**config.mk**
```make
export PLATFORM = sky130hd
export DESIGN_NAME = climate_hysteresis_controller
export DESIGN_NICKNAME = d
export VERILOG_FILES = /design/src/design/chc_pkg.sv /design/src/design/climate_hysteresis_controller.sv
export VERILOG_INCLUDE_DIRS = /design/src /design/src/design
export SDC_FILE = /design/constraint.sdc
export NUM_CORES = 1
export LEC_CHECK = 0
export BUFFER_PORTS_ARGS = -buffer_cell sky130_fd_sc_hd__buf_2
export CORE_MARGIN = 1
export CORE_UTILIZATION = 45
export DETAILED_ROUTE_END_ITERATION = 10
export SYNTH_ARGS = -nofsm -noshare
export SYNTH_HDL_FRONTEND = slang
export SYNTH_SLANG_ARGS = --single-unit
```
**constraint.sdc**
```tcl
create_clock -name clk -period 7.9 [get_ports clk]
set_input_delay 0.395 -clock clk [delete_from_list [all_inputs] [get_ports clk]]
set_output_delay 0.395 -clock clk [all_outputs]
set_load 0.1 [all_outputs]
```
**src/design/climate_hysteresis_controller_assert.svh**
```systemverilog
// ----------------------------------------------------------------------------
// Climate hysteresis controller assertion macros
// Shared property forms for the controller's concurrent checks.
// ----------------------------------------------------------------------------
`ifndef CLIMATE_HYSTERESIS_CONTROLLER_ASSERT_SVH
`define CLIMATE_HYSTERESIS_CONTROLLER_ASSERT_SVH

// same-cycle implication, sampled on clk, off during reset
`define CHC_ASSERT_NOW(label, ante, cons, msg) \
	label: assert property (@(posedge clk) disable iff (!arst_n) (ante) |-> (cons)) \
		else $error(msg);

// next-cycle implication, sampled on clk, off during reset
`define CHC_ASSERT_NEXT(label, ante, cons, msg) \
	label: assert property (@(posedge clk) disable iff (!arst_n) (ante) |=> (cons)) \
		else $error(msg);

`endif

```
**src/design/chc_pkg.sv**
```systemverilog
// ----------------------------------------------------------------------------
// chc_pkg
// Word types, mode codes, register map and constants of the climate controller.
// ----------------------------------------------------------------------------
package chc_pkg;

	typedef enum logic [1:0] {
		MODE_AUTO     = 2'd0,
		MODE_MANUAL   = 2'd1,
		MODE_SCHEDULE = 2'd2
	} mode_t;

	localparam logic CMD_SAMPLE = 1'b0;
	localparam logic CMD_MODE   = 1'b1;

	typedef struct packed {
		logic              cmd;
		logic [1:0]        new_mode;
		logic [31:0]       now_ms;
		logic signed [11:0] temperature;
		logic              temp_valid;
		logic [9:0]        humidity;
		logic              humid_valid;
	} req_word_t;

	typedef struct packed {
		logic       heater_on;
		logic       fan_on;
		logic       humidifier_on;
		logic       servo_extended;
		logic [7:0] servo_angle;
		logic       turn_event;
		logic       alert_high_event;
		logic       alert_low_event;
		logic [1:0] mode_now;
	} rsp_word_t;

	// register map, word index = paddr[4:2]
	localparam int unsigned ADDR_W = 5;
	localparam int unsigned DATA_W = 32;

	localparam logic [2:0] REG_TEMP_MIN      = 3'd0;
	localparam logic [2:0] REG_TEMP_MAX      = 3'd1;
	localparam logic [2:0] REG_HYSTERESIS    = 3'd2;
	localparam logic [2:0] REG_HUMID_MIN     = 3'd3;
	localparam logic [2:0] REG_HUMID_MAX     = 3'd4;
	localparam logic [2:0] REG_TURN_INTERVAL = 3'd5;
	localparam logic [2:0] REG_EXTEND_ANGLE  = 3'd6;
	localparam logic [2:0] REG_RETRACT_ANGLE = 3'd7;

	localparam logic [11:0] TEMP_MIN_RESET      = 12'd370;
	localparam logic [11:0] TEMP_MAX_RESET      = 12'd380;
	localparam logic [8:0]  HYSTERESIS_RESET    = 9'd5;
	localparam logic [9:0]  HUMID_MIN_RESET     = 10'd550;
	localparam logic [9:0]  HUMID_MAX_RESET     = 10'd650;
	localparam logic [10:0] TURN_INTERVAL_RESET = 11'd120;
	localparam logic [7:0]  EXTEND_ANGLE_RESET  = 8'd180;
	localparam logic [7:0]  RETRACT_ANGLE_RESET = 8'd0;

	// turn interval in ms: 11-bit minutes times 60000 fits 27 bits
	localparam int unsigned INTERVAL_W = 27;
	localparam logic [15:0] MS_PER_MINUTE = 16'd60000;
	localparam logic [INTERVAL_W-1:0] INTERVAL_RESET =
		INTERVAL_W'(120 * 60000);

	// alert thresholds, tenths of a degree, on a 14-bit signed compare path
	localparam logic signed [13:0] ALERT_MARGIN  = 14'sd20;
	localparam logic signed [13:0] ALERT_RELEASE = 14'sd10;

endpackage

```
**src/design/climate_hysteresis_controller.sv**
```systemverilog
// ----------------------------------------------------------------------------
// climate_hysteresis_controller
// Hysteresis thermostat with critical alerts, humidifier control and a timed
// servo, one request word in and one response word out.
// ----------------------------------------------------------------------------
// Each request word is either a mode command or a sensor sample, and each one
// produces exactly one response word carrying the relay states, servo position
// and angle, event pulses and the mode in force. The block takes one word per
// clock while req_stall is low: a word is captured into the input register,
// evaluated there against the controller state, and lands in the response
// register when it advances, which raises rsp_valid; the response word leaves
// while rsp_stall is low. The sustained rate is one word per cycle when
// rsp_stall stays low, set by the single evaluation stage that updates the
// state. req_stall rises only while the input register is full and the
// response register is held by rsp_stall. Critical alerts run in every mode
// on valid temperatures; relays and the servo move only in auto mode, and a
// switch into auto clears all three relays. The servo interval is kept in
// milliseconds alongside the minute register, worked out when the register is
// written. Registers sit at byte address 4*i on the APB port (paddr[4:2]) and
// should be written only while no word is in flight.
// ----------------------------------------------------------------------------
`include "climate_hysteresis_controller_assert.svh"

module climate_hysteresis_controller (
	input  logic                             clk,
	input  logic                             arst_n,
	// request channel
	input  logic                             req_valid,
	output logic                             req_stall,
	input  chc_pkg::req_word_t               req,
	// response channel
	output logic                             rsp_valid,
	input  logic                             rsp_stall,
	output chc_pkg::rsp_word_t               rsp,
	// configuration port
	input  logic                             psel,
	input  logic                             penable,
	input  logic                             pwrite,
	input  logic [chc_pkg::ADDR_W-1:0]       paddr,
	input  logic [chc_pkg::DATA_W-1:0]       pwdata,
	output logic [chc_pkg::DATA_W-1:0]       prdata,
	output logic                             pready
);

	// ---------------------------------------------------------------- config
	logic [11:0]                      temp_min_q;
	logic [11:0]                      temp_max_q;
	logic [8:0]                       hyst_q;
	logic [9:0]                       humid_min_q;
	logic [9:0]                       humid_max_q;
	logic [10:0]                      turn_min_q;
	logic [chc_pkg::INTERVAL_W-1:0]   interval_ms_q;
	logic [7:0]                       extend_q;
	logic [7:0]                       retract_q;

	logic                             cfg_wr;
	logic [2:0]                       cfg_idx;
	logic [chc_pkg::INTERVAL_W-1:0]   interval_wr;

	assign pready  = 1'b1;
	assign cfg_wr  = psel & penable & pwrite & pready;
	assign cfg_idx = paddr[4:2];

	// minutes to ms for the interval register, done once per write
	assign interval_wr = chc_pkg::INTERVAL_W'(pwdata[10:0])
		* chc_pkg::INTERVAL_W'(chc_pkg::MS_PER_MINUTE);

	always_ff @(posedge clk or negedge arst_n) begin
		if (!arst_n) begin
			temp_min_q    <= chc_pkg::TEMP_MIN_RESET;
			temp_max_q    <= chc_pkg::TEMP_MAX_RESET;
			hyst_q        <= chc_pkg::HYSTERESIS_RESET;
			humid_min_q   <= chc_pkg::HUMID_MIN_RESET;
			humid_max_q   <= chc_pkg::HUMID_MAX_RESET;
			turn_min_q    <= chc_pkg::TURN_INTERVAL_RESET;
			interval_ms_q <= chc_pkg::INTERVAL_RESET;
			extend_q      <= chc_pkg::EXTEND_ANGLE_RESET;
			retract_q     <= chc_pkg::RETRACT_ANGLE_RESET;
		end else if (cfg_wr) begin
			unique case (cfg_idx)
				chc_pkg::REG_TEMP_MIN:      temp_min_q  <= pwdata[11:0];
				chc_pkg::REG_TEMP_MAX:      temp_max_q  <= pwdata[11:0];
				chc_pkg::REG_HYSTERESIS:    hyst_q      <= pwdata[8:0];
				chc_pkg::REG_HUMID_MIN:     humid_min_q <= pwdata[9:0];
				chc_pkg::REG_HUMID_MAX:     humid_max_q <= pwdata[9:0];
				chc_pkg::REG_TURN_INTERVAL: begin
					turn_min_q    <= pwdata[10:0];
					interval_ms_q <= interval_wr;
				end
				chc_pkg::REG_EXTEND_ANGLE:  extend_q    <= pwdata[7:0];
				chc_pkg::REG_RETRACT_ANGLE: retract_q   <= pwdata[7:0];
				default: ;
			endcase
		end
	end

	// readback returns the raw register bits, zero-extended
	always_comb begin
		unique case (cfg_idx)
			chc_pkg::REG_TEMP_MIN:      prdata = chc_pkg::DATA_W'(temp_min_q);
			chc_pkg::REG_TEMP_MAX:      prdata = chc_pkg::DATA_W'(temp_max_q);
			chc_pkg::REG_HYSTERESIS:    prdata = chc_pkg::DATA_W'(hyst_q);
			chc_pkg::REG_HUMID_MIN:     prdata = chc_pkg::DATA_W'(humid_min_q);
			chc_pkg::REG_HUMID_MAX:     prdata = chc_pkg::DATA_W'(humid_max_q);
			chc_pkg::REG_TURN_INTERVAL: prdata = chc_pkg::DATA_W'(turn_min_q);
			chc_pkg::REG_EXTEND_ANGLE:  prdata = chc_pkg::DATA_W'(extend_q);
			chc_pkg::REG_RETRACT_ANGLE: prdata = chc_pkg::DATA_W'(retract_q);
			default:                    prdata = '0;
		endcase
	end

	// -------------------------------------------------------------- pipeline
	// Stage 1 holds the accepted word; stage 2 is the response register.
	// Advance stage 1 whenever the response register is empty or draining.
	chc_pkg::req_word_t req_s1;
	logic               valid_s1;
	chc_pkg::rsp_word_t rsp_s2;
	logic               valid_s2;
	logic               advance;
	logic               req_take;

	assign advance   = valid_s1 & (~valid_s2 | ~rsp_stall);
	assign req_stall = valid_s1 & ~advance;
	assign req_take  = req_valid & ~req_stall;
	assign rsp_valid = valid_s2;
	assign rsp       = rsp_s2;

	always_ff @(posedge clk or negedge arst_n) begin
		if (!arst_n) begin
			valid_s1 <= 1'b0;
		end else if (req_take) begin
			valid_s1 <= 1'b1;
		end else if (advance) begin
			valid_s1 <= 1'b0;
		end
	end

	always_ff @(posedge clk) begin
		if (req_take) begin
			req_s1 <= req;
		end
	end

	always_ff @(posedge clk or negedge arst_n) begin
		if (!arst_n) begin
			valid_s2 <= 1'b0;
		end else if (advance) begin
			valid_s2 <= 1'b1;
		end else if (!rsp_stall) begin
			valid_s2 <= 1'b0;
		end
	end

	// ----------------------------------------------------------------- state
	chc_pkg::mode_t mode_q;
	logic           heater_q;
	logic           fan_q;
	logic           humidifier_q;
	logic           servo_q;
	logic           high_alert_q;
	logic           low_alert_q;
	logic [31:0]    last_turn_q;

	chc_pkg::mode_t mode_d;
	logic           heater_d;
	logic           fan_d;
	logic           humidifier_d;
	logic           servo_d;
	logic           high_alert_d;
	logic           low_alert_d;
	logic [31:0]    last_turn_d;
	logic           turn_ev;
	logic           high_ev;
	logic           low_ev;

	// temperatures on a 14-bit signed path, room for limit plus band
	logic signed [13:0] t_x;
	logic signed [13:0] tmin_x;
	logic signed [13:0] tmax_x;
	logic signed [13:0] hyst_x;
	logic signed [13:0] hi_lim;
	logic signed [13:0] lo_lim;
	logic [10:0]        hmin_band;
	logic [31:0]        elapsed;

	assign t_x       = 14'(req_s1.temperature);
	assign tmin_x    = 14'(signed'(temp_min_q));
	assign tmax_x    = 14'(signed'(temp_max_q));
	assign hyst_x    = signed'({5'b0, hyst_q});
	assign hi_lim    = tmax_x + chc_pkg::ALERT_MARGIN;
	assign lo_lim    = tmin_x - chc_pkg::ALERT_MARGIN;
	assign hmin_band = 11'(humid_min_q) + 11'(hyst_q);
	assign elapsed   = req_s1.now_ms - last_turn_q;

	always_comb begin
		mode_d       = mode_q;
		heater_d     = heater_q;
		fan_d        = fan_q;
		humidifier_d = humidifier_q;
		servo_d      = servo_q;
		high_alert_d = high_alert_q;
		low_alert_d  = low_alert_q;
		last_turn_d  = last_turn_q;
		turn_ev      = 1'b0;
		high_ev      = 1'b0;
		low_ev       = 1'b0;

		if (req_s1.cmd == chc_pkg::CMD_MODE) begin
			// drop the unused code, ignore a repeat of the mode in force
			if (req_s1.new_mode <= chc_pkg::MODE_SCHEDULE
					&& req_s1.new_mode != mode_q) begin
				mode_d = chc_pkg::mode_t'(req_s1.new_mode);
				if (req_s1.new_mode == chc_pkg::MODE_AUTO) begin
					heater_d     = 1'b0;
					fan_d        = 1'b0;
					humidifier_d = 1'b0;
				end
			end
		end else begin
			// critical alerts, every mode; latch on raise, release 1.0 inside
			if (req_s1.temp_valid) begin
				if (t_x >= hi_lim && !high_alert_q) begin
					high_alert_d = 1'b1;
					high_ev      = 1'b1;
				end else if (t_x < hi_lim - chc_pkg::ALERT_RELEASE) begin
					high_alert_d = 1'b0;
				end
				if (t_x <= lo_lim && !low_alert_q) begin
					low_alert_d = 1'b1;
					low_ev      = 1'b1;
				end else if (t_x > lo_lim + chc_pkg::ALERT_RELEASE) begin
					low_alert_d = 1'b0;
				end
			end

			if (mode_q == chc_pkg::MODE_AUTO) begin
				if (req_s1.temp_valid) begin
					if (t_x < tmin_x) begin
						heater_d = 1'b1;
					end else if (t_x > tmin_x + hyst_x || t_x > tmax_x) begin
						heater_d = 1'b0;
					end
					if (t_x > tmax_x + hyst_x) begin
						fan_d = 1'b1;
					end else if (t_x < tmax_x) begin
						fan_d = 1'b0;
					end
				end
				if (req_s1.humid_valid) begin
					if (req_s1.humidity < humid_min_q) begin
						humidifier_d = 1'b1;
					end else if (11'(req_s1.humidity) > hmin_band
							|| req_s1.humidity > humid_max_q) begin
						humidifier_d = 1'b0;
					end
				end
				// wrapping elapsed time against the interval in ms
				if (elapsed >= 32'(interval_ms_q)) begin
					last_turn_d = req_s1.now_ms;
					servo_d     = ~servo_q;
					turn_ev     = 1'b1;
				end
			end
		end
	end

	always_ff @(posedge clk or negedge arst_n) begin
		if (!arst_n) begin
			mode_q       <= chc_pkg::MODE_AUTO;
			heater_q     <= 1'b0;
			fan_q        <= 1'b0;
			humidifier_q <= 1'b0;
			servo_q      <= 1'b0;
			high_alert_q <= 1'b0;
			low_alert_q  <= 1'b0;
			last_turn_q  <= '0;
		end else if (advance) begin
			mode_q       <= mode_d;
			heater_q     <= heater_d;
			fan_q        <= fan_d;
			humidifier_q <= humidifier_d;
			servo_q      <= servo_d;
			high_alert_q <= high_alert_d;
			low_alert_q  <= low_alert_d;
			last_turn_q  <= last_turn_d;
		end
	end

	// response word built from the post-item state
	always_ff @(posedge clk) begin
		if (advance) begin
			rsp_s2.heater_on        <= heater_d;
			rsp_s2.fan_on           <= fan_d;
			rsp_s2.humidifier_on    <= humidifier_d;
			rsp_s2.servo_extended   <= servo_d;
			rsp_s2.servo_angle      <= servo_d ? extend_q : retract_q;
			rsp_s2.turn_event       <= turn_ev;
			rsp_s2.alert_high_event <= high_ev;
			rsp_s2.alert_low_event  <= low_ev;
			rsp_s2.mode_now         <= mode_d;
		end
	end

	// ------------------------------------------------------------ assertions
	`CHC_ASSERT_NOW(a_stall_only_when_full, req_stall,
		valid_s1 && valid_s2 && rsp_stall, "request stalled while a stage is free")
	`CHC_ASSERT_NEXT(a_advance_fills_rsp, advance, valid_s2,
		"evaluated word did not reach the response register")
	`CHC_ASSERT_NOW(a_turn_only_in_auto, valid_s2 && rsp_s2.turn_event,
		rsp_s2.mode_now == chc_pkg::MODE_AUTO, "servo turned outside auto mode")

endmodule
```
# Word-level counts from Yosys, hierarchy flattened
# Index checks and enable logic that the tools add are counted.
# totals
reg_bits	220
word_cells	146
# classes
add_sub_neg	8
mul	1
n_lt_le_gt_ge	14
eq_ne	9
n_mux	39
n_bitwise	14
reduce_logical	26
# ops
operator	n
32-bit one-hot mux with 8 select lines	1
1-bit 2-to-1 mux	35
32-bit by 27-bit >= comparator with 1-bit output	1
32-bit subtractor	1
12-bit by 10-bit adder with 13-bit output	2
12-bit by 13-bit greater-than comparator with 1-bit output	2
12-bit < comparator	2
11-bit by 11-bit multiplier with 22-bit output, second input constant	1
2-bit AND reduction	8
13-bit by 5-bit adder with 14-bit output, second input constant	1
12-bit by 14-bit greater-than comparator with 1-bit output	1
12-bit by 14-bit < comparator with 1-bit output	1
13-bit by 5-bit subtractor with 14-bit output, second input constant	1
12-bit by 6-bit adder with 13-bit output, second input constant	1
12-bit by 13-bit >= comparator with 1-bit output	1
12-bit by 13-bit <= comparator with 1-bit output	1
12-bit by 6-bit subtractor with 13-bit output, second input constant	1
3-bit == test, second input constant	4
12-bit greater-than comparator	1
4-bit AND reduction	3
10-bit by 9-bit adder with 11-bit output	1
10-bit by 11-bit greater-than comparator with 1-bit output	1
10-bit greater-than comparator	1
10-bit < comparator	1
17 further kinds	38

# Logic depth before layout (Yosys ltp)
# Gate-level depths: netlist of the first run.
# logic_depth
depth_word	8
mapped_depth	21
mapped_depth_nobuf	20

# Worst setup path after synthesis of the first run
# OpenSTA, ideal clock, no wires.
# synth_path
path_type	input-to-reg
startpoint	in pwdata[1] (netlist bit)
endpoint	reg interval_ms_q[26] (netlist bit)
setup_ns	0.136
arrival_time_ns	4.824
t_required_ns	7.764
slack_ns	2.940
stages	18
n_path_buf	0
cell_sequence	fa_1 -> inv_1 -> fa_1 -> inv_1 -> fa_1 -> fa_1 -> inv_1 -> fa_1 -> inv_1 -> ha_1 -> nand2_1 -> or4_1 -> a311oi_1 -> o21a_1 -> o21ai_0 -> a21oi_1 -> xnor2_1 -> o21ai_0
# synth_via
elab_chain_len	1
# synth_rtl
element	line	source
start, declared	climate_hysteresis_controller.sv:40	input logic [chc_pkg::DATA_W-1:0] pwdata,
11-bit by 11-bit multiplier with 22-bit output	climate_hysteresis_controller.sv:66	* chc_pkg::INTERVAL_W'(chc_pkg::MS_PER_MINUTE);
end signal, assigned	climate_hysteresis_controller.sv:76	interval_ms_q <= chc_pkg::INTERVAL_RESET;
end signal, assigned	climate_hysteresis_controller.sv:88	interval_ms_q <= interval_wr;
end, declared	climate_hysteresis_controller.sv:52	logic [chc_pkg::INTERVAL_W-1:0] interval_ms_q;
# No other way between the ends.
# A chain may end at the register's enable or synchronous reset.

# Final worst setup path of the first run
# layout_path
startpoint	reg req_s1[31] (netlist bit)
endpoint	reg rsp_s2, in the netlist rsp[9] (data pin)
# layout_via
elab_chain_len	6
# layout_rtl
element	line	source
start, declared	climate_hysteresis_controller.sv:115	chc_pkg::req_word_t req_s1;
start signal, assigned	climate_hysteresis_controller.sv:140	req_s1 <= req;
32-bit subtractor	climate_hysteresis_controller.sv:193	assign elapsed = req_s1.now_ms - last_turn_q;
32-bit by 27-bit >= comparator with 1-bit output	climate_hysteresis_controller.sv:258	if (elapsed >= 32'(interval_ms_q)) begin
1-bit 2-to-1 mux	climate_hysteresis_controller.sv:258	
1-bit 2-to-1 mux	climate_hysteresis_controller.sv:236	if (mode_q == chc_pkg::MODE_AUTO) begin
1-bit 2-to-1 mux	climate_hysteresis_controller.sv:208	if (req_s1.cmd == chc_pkg::CMD_MODE) begin
8-bit 2-to-1 mux	climate_hysteresis_controller.sv:296	rsp_s2.servo_angle <= servo_d ? extend_q : retract_q;
end, declared	climate_hysteresis_controller.sv:117	chc_pkg::rsp_word_t rsp_s2;
# No other way between the ends.

==> results summary, run 1 <==
CTS built an H-tree with a depth of 1. In this run, synthesis produced a sequential element count of 219. The via count of the first global-routing pass came out at 14500.

The flow ran to the end, and the final reports show no timing, DRC or antenna violations. The number of top-level pins is 155. Entering global routing, the biggest net connects 88 pins. The initial antenna violation count is 1. Global routing used 23.4% of the available tracks. The depth of the worst register-to-register path came out at 19. The number of buffer and inverter stages on the critical path came out at 0. Counting every instance in the synthesized netlist gives 1971.

The clock tree from TritonCTS is built. Of the total power, the share spent switching nets is 44.4%. The total detailed-routing wirelength is 47700 um. The internal power is 0.00392 W. The worst pin sits at a relative slew slack of 19.0%.

The number of placed instances, taps included came out at 2563. The violation count after the first detailed-routing iteration is 709. The height of the chip is 205 um. Once detailed placement completed, the half-perimeter wirelength came to 36300 um.

Data on the critical path is required at its endpoint by 8.14 ns. The count of standard-cell rows came out at 73. The clock group share of total power is 18.2%. The commonest cells after synthesis are 281 x sky130_fd_sc_hd__ha_1, 222 x sky130_fd_sc_hd__inv_1, 172 x sky130_fd_sc_hd__nand2_1, 160 x sky130_fd_sc_hd__o21ai_0, 113 x sky130_fd_sc_hd__a21oi_1. Yosys printed 0 warnings. On the worst path, the slowest cell contributes a delay of 0.73 ns. The number of buffers inserted for hold repair after clock tree synthesis is 58. sky130_fd_sc_hd__ha_1 is the most common cell in the netlist.

Setup repair after global routing left no endpoint under its margin. The area inside the core boundary came out at 0.0401 sq mm. Of the total power, combinational logic draws 57.0%.

The number of buffer cells added on primary ports is 111. The total non-filler cell area in the finished layout came out at 0.0210 sq mm. The average cell area after synthesis is 9.37 sq um. The hold violation total from the final report is 0. In this run the deepest clock path goes through 3 buffers.

After clock tree synthesis, the clock-pin slew on the worst setup and hold paths is 0.06 ns. The TritonCTS buffer count is 28. STA puts the critical path data arrival time at 6.17 ns. The clock tree skew after final layout came out at 0.0289 ns. The number of library cell types mapped by synthesis came out at 73. The routability-driven placement congestion ratio is 0.927. The cell family contributing the most delay on the critical path is compound AO/OA/AOI/OAI gates. After global routing the overflow that remains totals 0.

Once the clock tree was built, the resizer swapped 0 gates to a different size. The number of design rule violations left after detail routing is 0. The signed area change from the synthesized netlist to the final layout is 13.5%. The worst reg2reg path startpoint is req_s1[31].

The leading register cell type out of synthesis is sky130_fd_sc_hd__dfrtp_1. The final critical-path required period came out at 5.93 ns. The final standard cell count with taps included and fillers excluded came out at 2673.

The detail route stage leaves a number of antenna-violating nets equal to 0. After synthesis, the share of flip-flops with an asynchronous set or reset is 65.3%. Of the post-synthesis cell area, the dominant cell type holds 19.0%. The portion of the clock cycle consumed by the worst path in the final layout came out at 75.0%. The origin of the worst min-delay path is req[51]. The cell at the root of the clock tree is sky130_fd_sc_hd__clkbuf_16. The overall die width is 205 um. The worst setup path is launched from a register. After synthesis, the cell types taking the most area are sky130_fd_sc_hd__ha_1 19%, sky130_fd_sc_hd__dfrtp_1 14%, sky130_fd_sc_hd__edfxtp_1 12%. The mapped netlist covers 0.0185 sq mm. The minimum setup slack among reg-to-reg paths is 1.97 ns. The worst setup path is captured at a register. The number of max-slew violations in the final report came out at 0. The setup path with the least slack is of type reg2reg. Registers are responsible for 24.8% of the overall power.

The path with the worst hold slack has its endpoint at req_s1[51]. The number of setup violations in the final report came out at 0. After routing, the total negative slack on setup checks comes to 0 ns.

The via count of the routed design is 14600. At the end of the flow, the number of nets in the layout was 2550. In the routed layout, each cell is associated on average with a via count of 5.45. The worst hold path belongs to the class in2reg. The global-route wire length before repair came out at 77100 um. The peak fanout along the critical path came out at 8. The number of enable-type register cells in the synthesized netlist is 76. The total of max-cap violations came out at 0.

The buffers inserted during post-CTS setup optimization is 0. In this run the cell area measured after placement is 0.0195 sq mm. The maximum ir drop on the vdd rail came out at 0.000241 V. The measured slew at the worst slew-check pin came out at 1.21 ns. The average routed wire per standard cell is 17.9 um. The share of cells above drive strength 1 is 11.3%. The power density relative to cell area is 337 mW/mm^2. In this run the static leakage power is 9.70 nW. In this run the power spent charging and discharging nets is 0.00313 W.

The number of clock sinks came out at 219. The endpoint identified for the worst register-to-register timing path is rsp[9]. Sequential elements use 32.0% of the synthesized area. The critical path goes through ha_1 > nand3_1 > nor4_1 > o21ai_1 > a31o_1 > a311oi_4 > a21boi_0 > o21ai_0 > a2111o_1 > o2111ai_1 > ha_1 > a22oi_1 > nand3_1 > a21oi_1 > o41ai_1 > o221a_2 > nor3_4 > mux2i_1 > o221ai_1.

The number of detailed-routing iterations run before antenna repair came out at 6. The later pin in the worst-skew pair is clocked with a latency of 0.57 ns. 0 antenna diodes ended up in the layout.

Summed over all instances, the cell type with the most area after synthesis is sky130_fd_sc_hd__ha_1. The initial core utilization came out at 46.0%. The number of instances on the worst hold path came out at 1. The master of the slowest instance on the critical path is sky130_fd_sc_hd__mux2i_1.

The maximum clock frequency came out at 0.169 GHz. The area of the die is 0.0418 sq mm.
## power by group through the flow
stage,Sequential [W],Clock (W),Combinational (W)
floorplan,0.00185,0,0.00300
global placement,0.00176,0,0.00390
detailed placement,0.00177,0,0.00399
CTS,0.00175,0.00132,0.00405
global route,0.00179,0.00136,0.00458
finish,0.00175,0.00128,0.00402
## flip-flops by register name, summed over array words and instances, names as in the netlist, 9 cells and up
signal and flops:
req_s1 59, last_turn_q 32, interval_ms_q 21, rsp 17, temp_max_q 12, temp_min_q 12, turn_min_q 11, humid_max_q 10
humid_min_q 10, hyst_q 9
## worst reg2reg max path, delay by kind of cell, from the launching register on
| kind | cells | cell delay, ns |
|---|---|---|
| AND/OR/NAND/NOR | 4 | 0.80 |
| AO/OA/AOI/OAI | 12 | 3.05 |
| adder cells (fa/ha/maj) | 2 | 0.63 |
| flip-flops | 1 | 0.40 |
| multiplexers | 1 | 0.73 |
## stage by stage
step,hold WS (ns),worst slack (ns),utilization (%),power [W]
final,0.0261,1.97,52.3,0.00706
after global routing,0.00962,1.57,52.3,0.00772
after CTS,0.00106,1.88,52.3,0.00712
after detailed placement,0.451,1.89,48.5,0.00576
after global placement,0.449,1.98,48.5,0.00566
after floorplan,0.0994,2.94,-,0.00485
## cells in the final DEF, fill, tap and decap left out, drive strengths merged, types with 58 or more instances in the layout
cell	instances
nor2	103
edfxtp	76
dfrtp	103
xnor2	70
dlygate4sd3	58
nand2	172
ha	281
inv	222
o21ai	162
buf	121
a21oi	113
## worst max path at each step
stage,start,end,cells after the start
2_1_floorplan,pwdata[1],interval_ms_q[26],18
4_1_cts,req_s1[32],rsp[9],18
3_5_place_dp,req_s1[32],rsp[9],18
5_1_grt,req_s1[33],rsp[9],19
6_report,req_s1[31],rsp[9],19
3_3_place_gp,req_s1[33],rsp[9],18
## cells by family after synthesis
group | count (synthesis) | share of synthesized area (%)
adder cells (fa/ha/maj) | 321 | 23.4
flip-flops | 219 | 32.0
other | 2 | 0.0407
multiplexers | 55 | 3.31
AND/OR/NAND/NOR | 466 | 12.1
AO/OA/AOI/OAI | 515 | 18.0
buffers and inverters | 295 | 6.55
XOR/XNOR | 98 | 4.65
## area by class of cell
| class | count | area (sq um) |
|---|---|---|
| tap | 525 | 657 |
| sequential | 219 | 5910 |
| inverter | 222 | 833 |
| timing repair buffer | 179 | 1220 |
| fill | 3768 | 19100 |
| multi-input combinational | 1476 | 11400 |
| clock inverter | 14 | 125 |
| clock buffer | 38 | 790 |
## metal layers
metal | wire length (um) | up-vias | part of all wire, % | GRT usage [%]
met5 | 12 | - | 0.025 | 0
met4 | 1830 | 2 | 3.8 | 8.40
met3 | 1860 | 98 | 3.9 | 2.56
met2 | 23000 | 316 | 48 | 40.3
met1 | 21100 | 6878 | 44 | 30.1
li1 | - | 7277 | - | -
Note: power is estimated with default switching activity, not from simulation.
==> inputs of run 2 (changes only) <==
--- a/config.mk
+++ b/config.mk
@@ -10,6 +10,7 @@
 export CORE_MARGIN = 1
 export CORE_UTILIZATION = 45
 export DETAILED_ROUTE_END_ITERATION = 10
+export PLACE_DENSITY = 0.65
 export SYNTH_ARGS = -nofsm -noshare
 export SYNTH_HDL_FRONTEND = slang
 export SYNTH_SLANG_ARGS = --single-unit
==> constraint.sdc (replaced) <==
create_clock -name clk -period 5.4 [get_ports clk]
set_input_delay 0.27 -clock clk [delete_from_list [all_inputs] [get_ports clk]]
set_output_delay 0.27 -clock clk [all_outputs]
set_load 0.1 [all_outputs]
==> run 2 against run 1 <==
Net effect: flip-flop and latch count unchanged; sequential power increased by 47%; critical path depth rose by 4; largest cell class unchanged; highest routed layer is now met4; core utilization increased by 1.5 points; die area is the same; combinational power grew 55%; sequential share of layout area shrank 0.77 points; via count grew 3.0%; first-iteration DRC count rose by 18%.
==> results summary, run 2 (synthesis gave the netlist of run 1 again) <==
The overall die width came out at 205 um. The number of placed instances, taps included came out at 2583. Clock tree synthesis inserted a total of 28 buffers.

The peak fanout along the critical path came out at 8. Timing would allow up to 0.190 GHz. The smallest hold slack is 0.0575 ns. The largest registers in the layout are req_s1 (59), last_turn_q (32), interval_ms_q (21). The clock tree from TritonCTS is built.

In the layout the commonest cells are 279 x sky130_fd_sc_hd__ha_1, 222 x sky130_fd_sc_hd__inv_1, 172 x sky130_fd_sc_hd__nand2_1. The master of the slowest instance on the critical path is sky130_fd_sc_hd__or4_4. In this run the worst hold path is classified as in2reg. The first global-routing pass estimated 77100 um of wire.

The total of max-cap violations is 0. The hold violation total from the final report is 0. The total power draw came out at 0.0107 W. The average routed wire per standard cell is 18.1 um. The area of the die came out at 0.0418 sq mm.

The worst reg2reg path startpoint is req_s1[24]. Clock-pin slew was measured on the worst setup and hold paths at 0.06 ns. The height of the chip is 205 um. The most frequent standard cell in the layout excluding fill and tap cells is sky130_fd_sc_hd__ha_1. STA classifies the critical path startpoint as a register. The violation count after the first detailed-routing iteration came out at 838. The cell at the root of the clock tree is sky130_fd_sc_hd__clkbuf_16. The estimated wirelength of the detail-placed design is 36500 um.

The area used by multi-input combinational logic came out at 0.0116 sq mm. Traced cell by cell, the critical path runs through inv_1 > ha_2 > fa_2 > nor2b_2 > o31a_1 > a211oi_2 > a21oi_2 > a211o_1 > a21o_1 > a21o_1 > a21oi_2 > xnor2_1 > ha_1 > nand4_1 > or4_4 > o41ai_2 > buf_4 > o221a_4 > nor3_4 > a311oi_4 > buf_6 > clkbuf_16 > mux2_1. The number of clock sinks came out at 219. The final standard cell count with taps included and fillers excluded came out at 2712. The flow ran to the end, and the final reports show no timing, DRC or antenna violations. The initial antenna violation count came out at 0. The final-layout setup total negative slack came out at 0 ns. The net count reported at finish is 2589. The total overflow reported by the global router came out at 0. The via count of the routed design came out at 15000. STA classifies the critical path endpoint as a register. The initial core utilization came out at 46.0%. The number of max-slew violations in the final report is 0. For this design the top-level I/O count stands at 155.

The number of instances on the worst hold path is 3. The number of detailed-routing iterations run before antenna repair is 5. For the worst setup path, the data required time is 5.84 ns.

The final antenna-violating net count came out at 0. The total area inside the core boundary comes to 0.0401 sq mm. The largest single stage delay on the critical path is 0.50 ns. The worst max-slew margin expressed relative to the limit came out at 20.7%. The count of standard-cell rows is 73.

The arrival time at the worst endpoint is 5.70 ns. The measured slew at the worst slew-check pin is 1.18 ns. req_s1 holds more flip-flops than any other register. The total global-route track usage came out at 23.1%. Setup repair after global routing could not meet its margin everywhere. The depth of the worst register-to-register path came out at 23. The number of design rule violations left after detail routing came out at 0. Clock latency on the worst-skew pair, taken at its later pin, is 0.56 ns. The number of diodes is 0. The pin count of the biggest net entering global routing came out at 100. The maximum ir drop on the vdd rail is 0.000358 V.

In the routed layout, each cell is associated on average with a via count of 5.53. The leakage power came out at 10.0 nW. The least setup slack across all paths after layout is 0.135 ns. The signed area change from the synthesized netlist to the final layout came out at 16.7%. The routability-driven placement congestion ratio came out at 0.945. The maximum buffer depth of the clock tree is 3. The register with the most flip-flops in the layout has 59 of them. The critical path in this run is classified as reg2reg.

The H-tree depth is 1. The total detailed-routing wirelength came out at 49100 um. The number of fillers in the final layout came out at 3604. The worst setup slack before clock tree synthesis is 0.162 ns. The via count of the first global-routing pass came out at 14800. The smallest clock period supported by the final layout is computed as 5.27 ns. In the final layout, the share of cells above drive strength 1 is 14.1%. The number of buffer cells added on primary ports is 111.

The power density relative to cell area is 498 mW/mm^2. The worst hold path terminates at temp_min_q[2]. Setup violations remaining at the end of the flow were counted as 0. The origin of the worst min-delay path is pwdata[2]. The portion of the clock cycle consumed by the worst path in the final layout came out at 97.5%.

The sequential cell area is 0.00591 sq mm. The minimum setup slack among reg-to-reg paths is 0.13 ns. The clock tree skew after final layout came out at 0.0101 ns.

In this run the critical register-to-register path is captured at last_turn_q[5].
-- run 2: through the flow --
step / util [%] / area [sq um]
after floorplan: - / 18500
after global placement: 48.9 / 19600
after detailed placement: 48.9 / 19600
after CTS: 52.9 / 21200
after global routing: 53.7 / 21500
final: 53.7 / 21500
-- run 2: area by class of cell --
| class | instances | share of cell area, % |
|---|---|---|
| clock inverters | 7 | 0.325 |
| clock buffers | 45 | 4.07 |
| well taps | 525 | 3.05 |
| repair buffers | 218 | 7.53 |
| flip-flops and latches | 219 | 27.4 |
| multi-input cells | 1476 | 53.7 |
| inverters | 222 | 3.87 |
-- run 2: worst max path at each step --
| stage | start | to | slack, ns |
|---|---|---|---|
| finish | req_s1[24] | last_turn_q[5] | 0.13 |
| global route | req_s1[24] | last_turn_q[5] | -0.09 |
| CTS | req_s1[33] | last_turn_q[0] | 0.16 |
| detailed placement | pwdata[2] | interval_ms_q[26] | 0.16 |
| global placement | pwdata[1] | interval_ms_q[26] | 0.16 |
| floorplan | req_s1[33] | last_turn_q[23] | 0.54 |
-- run 2: metal layers --
| layer | part of all wire [%] | global-route usage (%) | wire [um] | vias to the layer above |
|---|---|---|---|---|
| met1 | 43 | 29.8 | 21300 | 7122 |
| li1 | - | - | - | 7371 |
| met2 | 48 | 39.5 | 23400 | 391 |
| met5 | 0 | 0 | 0 | - |
| met4 | 4.5 | 8.64 | 2210 | 0 |
| met3 | 4.4 | 2.86 | 2140 | 119 |
-- run 2: power by group --
group / internal, W / total (W) / switching, W
logic: 0.00265 / 0.00624 / 0.00359
registers: 0.00222 / 0.00258 / 0.000358
clock network: 0.00116 / 0.00191 / 0.000749
total: 0.00603 / 0.0107 / 0.00470
-- run 2: critical path, delay by kind of cell, from the launching register on --
family | cells | cell delay, ns
buffers and inverters | 4 | 0.64
AND/OR/NAND/NOR | 4 | 0.72
XOR/XNOR | 1 | 0.08
AO/OA/AOI/OAI | 10 | 2.28
adder cells (fa/ha/maj) | 3 | 0.71
flip-flops | 1 | 0.39
multiplexers | 1 | 0.32
-- run 2: repair_timing --
action                                  CTS  global route
buffers inserted                          0            10
hold endpoints to repair                133             0
gates resized for setup                   0            45
endpoints found under the setup margin    0            39
hold buffers                             64             0
